===== src/rtl/core/assert_macros.svh =====
// assertion helpers shared by the core modules
`ifndef ASSERT_MACROS_SVH
`define ASSERT_MACROS_SVH

// same-cycle implication, held off during reset
`define GTR_ASSERT_IMP(lbl, clk, rst_n, ante, cons) \
    lbl: assert property (@(posedge clk) disable iff (!rst_n) (ante) |-> (cons)) \
        else $error("%m: check failed");

// next-cycle implication, held off during reset
`define GTR_ASSERT_NXT(lbl, clk, rst_n, ante, cons) \
    lbl: assert property (@(posedge clk) disable iff (!rst_n) (ante) |=> (cons)) \
        else $error("%m: check failed");

`endif


===== src/rtl/core/gtr_pkg.sv =====
package gtr_pkg;

    localparam int ADDR_W    = 48;
    localparam int LP_W      = 14;
    localparam int COL_W     = 11;
    localparam int ROW_W     = 12;
    localparam int FONT_AW   = 12;
    localparam int BYTE_W    = 8;
    localparam int RCNT_W    = 4;
    localparam int Y_W       = ROW_W + RCNT_W;
    localparam int PROD_W    = Y_W + LP_W;

    localparam logic [RCNT_W-1:0] LAST_GLYPH_ROW = 4'd15;
    localparam logic [BYTE_W-1:0] NEWLINE_CODE   = 8'd10;

    // item kinds after classification
    localparam int KIND_W = 2;
    localparam logic [KIND_W-1:0] KIND_LOAD    = 2'd0;
    localparam logic [KIND_W-1:0] KIND_NEWLINE = 2'd1;
    localparam logic [KIND_W-1:0] KIND_DRAW    = 2'd2;

    // command field codes
    localparam logic CMD_LOAD = 1'b0;

    // register select bit of paddr (8-byte register slots)
    localparam int  PADDR_W         = 4;
    localparam logic REG_FB_BASE     = 1'b0;
    localparam logic REG_LINE_PIXELS = 1'b1;
    localparam logic [LP_W-1:0] LINE_PIXELS_RESET = 14'd1024;

    localparam int QUEUE_DEPTH = 2;
    localparam int QPTR_W      = 1;
    localparam int QCNT_W      = 2;

    typedef struct packed {
        logic [KIND_W-1:0]  kind;
        logic [FONT_AW-1:0] font_addr;
        logic [BYTE_W-1:0]  font_byte;
    } q_item_t;

endpackage


===== src/rtl/core/gtr_front.sv =====
`include "assert_macros.svh"

module gtr_front #(
    parameter int GLYPH_COUNT = 256,
    parameter int GLYPH_BYTES = 16
) (
    input  logic                          clk,
    input  logic                          rst_n,
    input  logic                          start,
    input  logic                          cmd,
    input  logic [gtr_pkg::BYTE_W-1:0]    char_code,
    input  logic [gtr_pkg::FONT_AW-1:0]   font_index,
    input  logic [gtr_pkg::BYTE_W-1:0]    font_byte,
    output logic                          busy,
    output logic                          q_valid,
    output gtr_pkg::q_item_t              q_item,
    input  logic                          q_pop
);
    import gtr_pkg::*;

    localparam int FPROD_W = BYTE_W + 6;

    q_item_t             queue_reg [QUEUE_DEPTH];
    logic [QPTR_W-1:0]   wr_ptr_reg, wr_ptr_next;
    logic [QPTR_W-1:0]   rd_ptr_reg, rd_ptr_next;
    logic [QCNT_W-1:0]   count_reg, count_next;

    logic                push;
    logic [BYTE_W-1:0]   glyph;
    logic [FPROD_W-1:0]  font_prod;
    q_item_t             new_item;

    assign busy    = (count_reg == QCNT_W'(QUEUE_DEPTH));
    assign push    = start && !busy;
    assign q_valid = (count_reg != '0);
    assign q_item  = queue_reg[rd_ptr_reg];

    // classify and turn a draw into its glyph's first font byte
    always_comb
    begin
        if ({1'b0, char_code} >= 9'(GLYPH_COUNT))
        begin
            glyph = char_code - BYTE_W'(GLYPH_COUNT);
        end
        else
        begin
            glyph = char_code;
        end
        font_prod = FPROD_W'(glyph) * FPROD_W'(GLYPH_BYTES);

        new_item.font_byte = font_byte;
        priority if (cmd == CMD_LOAD)
        begin
            new_item.kind      = KIND_LOAD;
            new_item.font_addr = font_index;
        end
        else if (char_code == NEWLINE_CODE)
        begin
            new_item.kind      = KIND_NEWLINE;
            new_item.font_addr = font_index;
        end
        else
        begin
            new_item.kind      = KIND_DRAW;
            new_item.font_addr = font_prod[FONT_AW-1:0];
        end
    end

    always_comb
    begin
        wr_ptr_next = push  ? wr_ptr_reg + QPTR_W'(1) : wr_ptr_reg;
        rd_ptr_next = q_pop ? rd_ptr_reg + QPTR_W'(1) : rd_ptr_reg;
        unique case ({push, q_pop})
            2'b10:   count_next = count_reg + QCNT_W'(1);
            2'b01:   count_next = count_reg - QCNT_W'(1);
            default: count_next = count_reg;
        endcase
    end

    always_ff @(posedge clk or negedge rst_n)
    begin
        if (!rst_n)
        begin
            wr_ptr_reg <= '0;
            rd_ptr_reg <= '0;
            count_reg  <= '0;
        end
        else
        begin
            wr_ptr_reg <= wr_ptr_next;
            rd_ptr_reg <= rd_ptr_next;
            count_reg  <= count_next;
        end
    end

    always_ff @(posedge clk)
    begin
        if (push)
        begin
            queue_reg[wr_ptr_reg] <= new_item;
        end
    end

    `GTR_ASSERT_IMP(a_pop_needs_entry, clk, rst_n, q_pop, count_reg != '0)
    `GTR_ASSERT_IMP(a_count_bound, clk, rst_n, 1'b1, count_reg <= QCNT_W'(QUEUE_DEPTH))
    `GTR_ASSERT_NXT(a_push_counts, clk, rst_n, push && !q_pop, count_reg == $past(count_reg) + QCNT_W'(1))

endmodule


===== config.mk =====
export PLATFORM = sky130hd
export DESIGN_NAME = gtr_front
export DESIGN_NICKNAME = d
export VERILOG_FILES = /design/src/rtl/core/gtr_pkg.sv /design/src/rtl/core/gtr_front.sv
export VERILOG_INCLUDE_DIRS = /design/src /design/src/rtl/core
export SDC_FILE = /design/constraint.sdc
export NUM_CORES = 1
export LEC_CHECK = 0
export ABC_CLOCK_PERIOD_IN_PS = 6200
export BUFFER_PORTS_ARGS = -buffer_cell sky130_fd_sc_hd__buf_2
export CAP_MARGIN = 40
export CORE_MARGIN = 2
export CORE_UTILIZATION = 35
export CTS_BUF_LIST = sky130_fd_sc_hd__clkbuf_16
export CTS_CLUSTER_DIAMETER = 60
export CTS_CLUSTER_SIZE = 20
export DETAILED_ROUTE_END_ITERATION = 6
export GPL_ROUTABILITY_DRIVEN = 0
export PLACE_DENSITY = 0.55
export SLEW_MARGIN = 20
export SYNTH_ARGS = -nofsm -noshare
export SYNTH_HDL_FRONTEND = slang
export SYNTH_SLANG_ARGS = --single-unit

===== constraint.sdc =====
create_clock -name clk -period 6.2 [get_ports clk]
set_input_delay 0.31 -clock clk [delete_from_list [all_inputs] [get_ports clk]]
set_output_delay 0.31 -clock clk [all_outputs]
set_load 0.02 [all_outputs]

==> flow_summary.yaml <==
grt:
  grt_pass1_vias: 1171
  grt.total_usage: 0.117
  grt_max_degree: 15
  grt_pass1_wl_mm: 5.43
  grt_overflow: 0
  grt_antenna_before_repair: 0
worst_setup_path:
  path_delay_family: "flip-flops"
  cp_max_fo: 13
  cp-end-kind: "primary output"
  cp.arrival_ns: 1.74
  cp-start-kind: "register"
  slowest_stage: "dfrtp_1"
  critPathBufInv: 2
  cp_data_required_time_ns: 5.89
  cpPeakStageDelay_ns: 0.72
  path_cells: "buf_8, mux2_2, buf_2"
  crit_type: "register to primary output"
clock_network:
  clkTransAtPathRegs_ns: 0.06
  clockBufferDepth: 2
  cts_setup_buffers: 0
  cts_tree: "yes"
  cts_buffers: 5
  clkSinkCount: 48
  cts-root-buf: "clkbuf_16"
  hold_buffers: 1
  cts_resized: 0
  insertion_delay_ns: 0.28
  cts.htree.levels: 2
floorplanning:
  rows: 27
  num_io_pins: 57
  die_h_um: 78.5
  initial_core_util: 0.357
  die_x_um: 78.5
  die_area_um2: 6160
  core_area_um2: 5440
sta:
  final-hold-violation-count: 0
  max_freq_mhz: 489
  fin_crit_sh: 0.330
  slew_headroom: 0.583
  skew_ns: 0.00351
  setup_viol: 0
  min_period_ns: 2.05
  rsz0062_at_grt: "false"
  worst_pin_slew_ns: 0.624
  drv_slew: 0
  setup-tns-final_ns: 0
finish:
  largest_reg_flops: 44
  insertedDiodeCount: 0
  synthToLayoutAreaGrowth_pct: 27.8
  drive_above_1_share: 0.520
  nets: 206
routing:
  drc: 0
  first_pass_iters: 3
  wirelength_mm: 3.57
  wl_per_cell_um: 14.6
  drtIter0Drc: 22
  ant_nets: 0
  via_per_inst: 4.63
  vias: 1135
pwr:
  combPwrFrac: 0.345
  power.leakage_nw: 1.00
  pwr-share-clk: 0.219
  peakVddDrop_mv: 0.151
  switchingPower_uw: 361
  power_density_nw_per_um2: 453
  p_int_uw: 763
  seqPwrFrac: 0.436
  power.total_mw: 1.12
  switching_share: 0.321
run_status:
  status: "finished, final reports clean"
yosys:
  yosysWarnings: 0
  synth_seq_cells: 48
  synth_top_cell_by_area: "edfxtp_1"
  synth_fp_nets: 143
  synth.distinct_cells: 22
  ys_seq_area_frac: 0.731
  avgSynthCellArea_um2: 17.8
  synth_top_area_share: 0.680
  synth_area_leaders: "edfxtp_1 68%, mux2_2 13%, dfrtp_1 5.2%"
  syn_area_um2: 1940
  synth_cells: 109
placed_design:
  port_buffers: 56
  dp_hpwl_mm: 2.57
run:
  maxCapViolCount: 0
hold_path:
  hold_path_class: "primary input to register"
[routing by layer]
layer | track usage | vias to the layer above | wire length [µm]
met5 | 0 | - | 0
met4 | 0.0368 | 0 | 11
met3 | 0.0356 | 2 | 218
met2 | 0.207 | 46 | 1780
met1 | 0.136 | 544 | 1550
li1 | - | 543 | -
[power by group through the flow]
stage          logic (mW)  registers, mW  clock network, mW
2_1_floorplan       0.271          0.475                  0
3_3_place_gp        0.350          0.507                  0
3_5_place_dp        0.394          0.498                  0
4_1_cts             0.397          0.492              0.253
5_1_grt             0.416          0.499              0.266
6_report            0.388          0.490              0.246
[area by class of cell]
type                       instances  area, µm²
inverter                           4       15.0
multi-input combinational         53        483
clock buffer                       5        125
tap                               72       90.1
clock inverter                     3       12.5
sequential                        48       1420
fill                             497       2960
timing repair buffer              60        335
[cell usage in the layout (no fill, tap or decap), types with 2 or more instances in the layout]
cell type,count
and3_1,3
clkbuf_16,5
xnor2_1,3
buf_8,3
inv_1,6
xor2_1,2
a22o_1,6
and2_1,4
buf_2,56
mux2_2,22
nor2_1,2
edfxtp_1,44
dfrtp_1,4
[final timing paths]
kind / startpoint / to / slack (ns) / cells after the start
max: rd_ptr_reg / q_item[13] / 4.15 / 3
min: font_byte[6] / queue_reg[1][6] / 0.22 / 1
max reg2reg: count_reg[0] / queue_reg[0][7] / 4.46 / 4
min reg2reg: count_reg[1] / count_reg[1] / 0.50 / 1
max in group asynchronous: rst_n / rd_ptr_reg / 5.72 / 2
min in group asynchronous: rst_n / count_reg[1] / 0.36 / 2
[cell families after synthesis]
kind of cell,after synthesis,synth area share
simple gates,14,0.0431
buf+inv,8,0.0212
flops,48,0.731
xor+xnor,5,0.0225
mux,23,0.133
fa+ha+maj,1,0.00644
compound gates,10,0.0425
[worst register-to-register path, stage by stage, from the launching register on]
cell and delay (ns):
dfrtp_1 0.40, nand2b_1 0.17, nand2_1 0.13, nor2_2 0.51
buf_8 0.24
[cell usage after synthesis]
library cell / n
dfrtp_1: 4
nand2b_1: 1
nand2_1: 1
mux2i_1: 1
nor2_1: 3
buf_6: 1
edfxtp_1: 44
and3_1: 3
xnor2_1: 3
inv_1: 4
nor4_2: 1
o22a_1: 1
a21oi_1: 1
a22o_1: 6
and2_1: 4
buf_2: 3
xor2_1: 2
mux2_2: 22
or2_2: 1
a41o_1: 1
a31oi_1: 1
ha_1: 1
[through the flow]
| step | worst slack [ns] | area, µm² | hold WS, ns | util | instances |
|---|---|---|---|---|---|
| after floorplan | 4.23 | 1940 | 0.0144 | - | 109 |
| after global placement | 4.28 | 2290 | 0.118 | 0.421 | 233 |
| after detailed placement | 4.40 | 2330 | 0.121 | 0.429 | 236 |
| after CTS | 4.08 | 2480 | 0.212 | 0.456 | 245 |
| after global routing | 4.05 | 2480 | 0.218 | 0.456 | 245 |
| final | 4.15 | 2480 | 0.219 | 0.456 | 245 |
No activity file was read; power rests on OpenSTA's default activity.
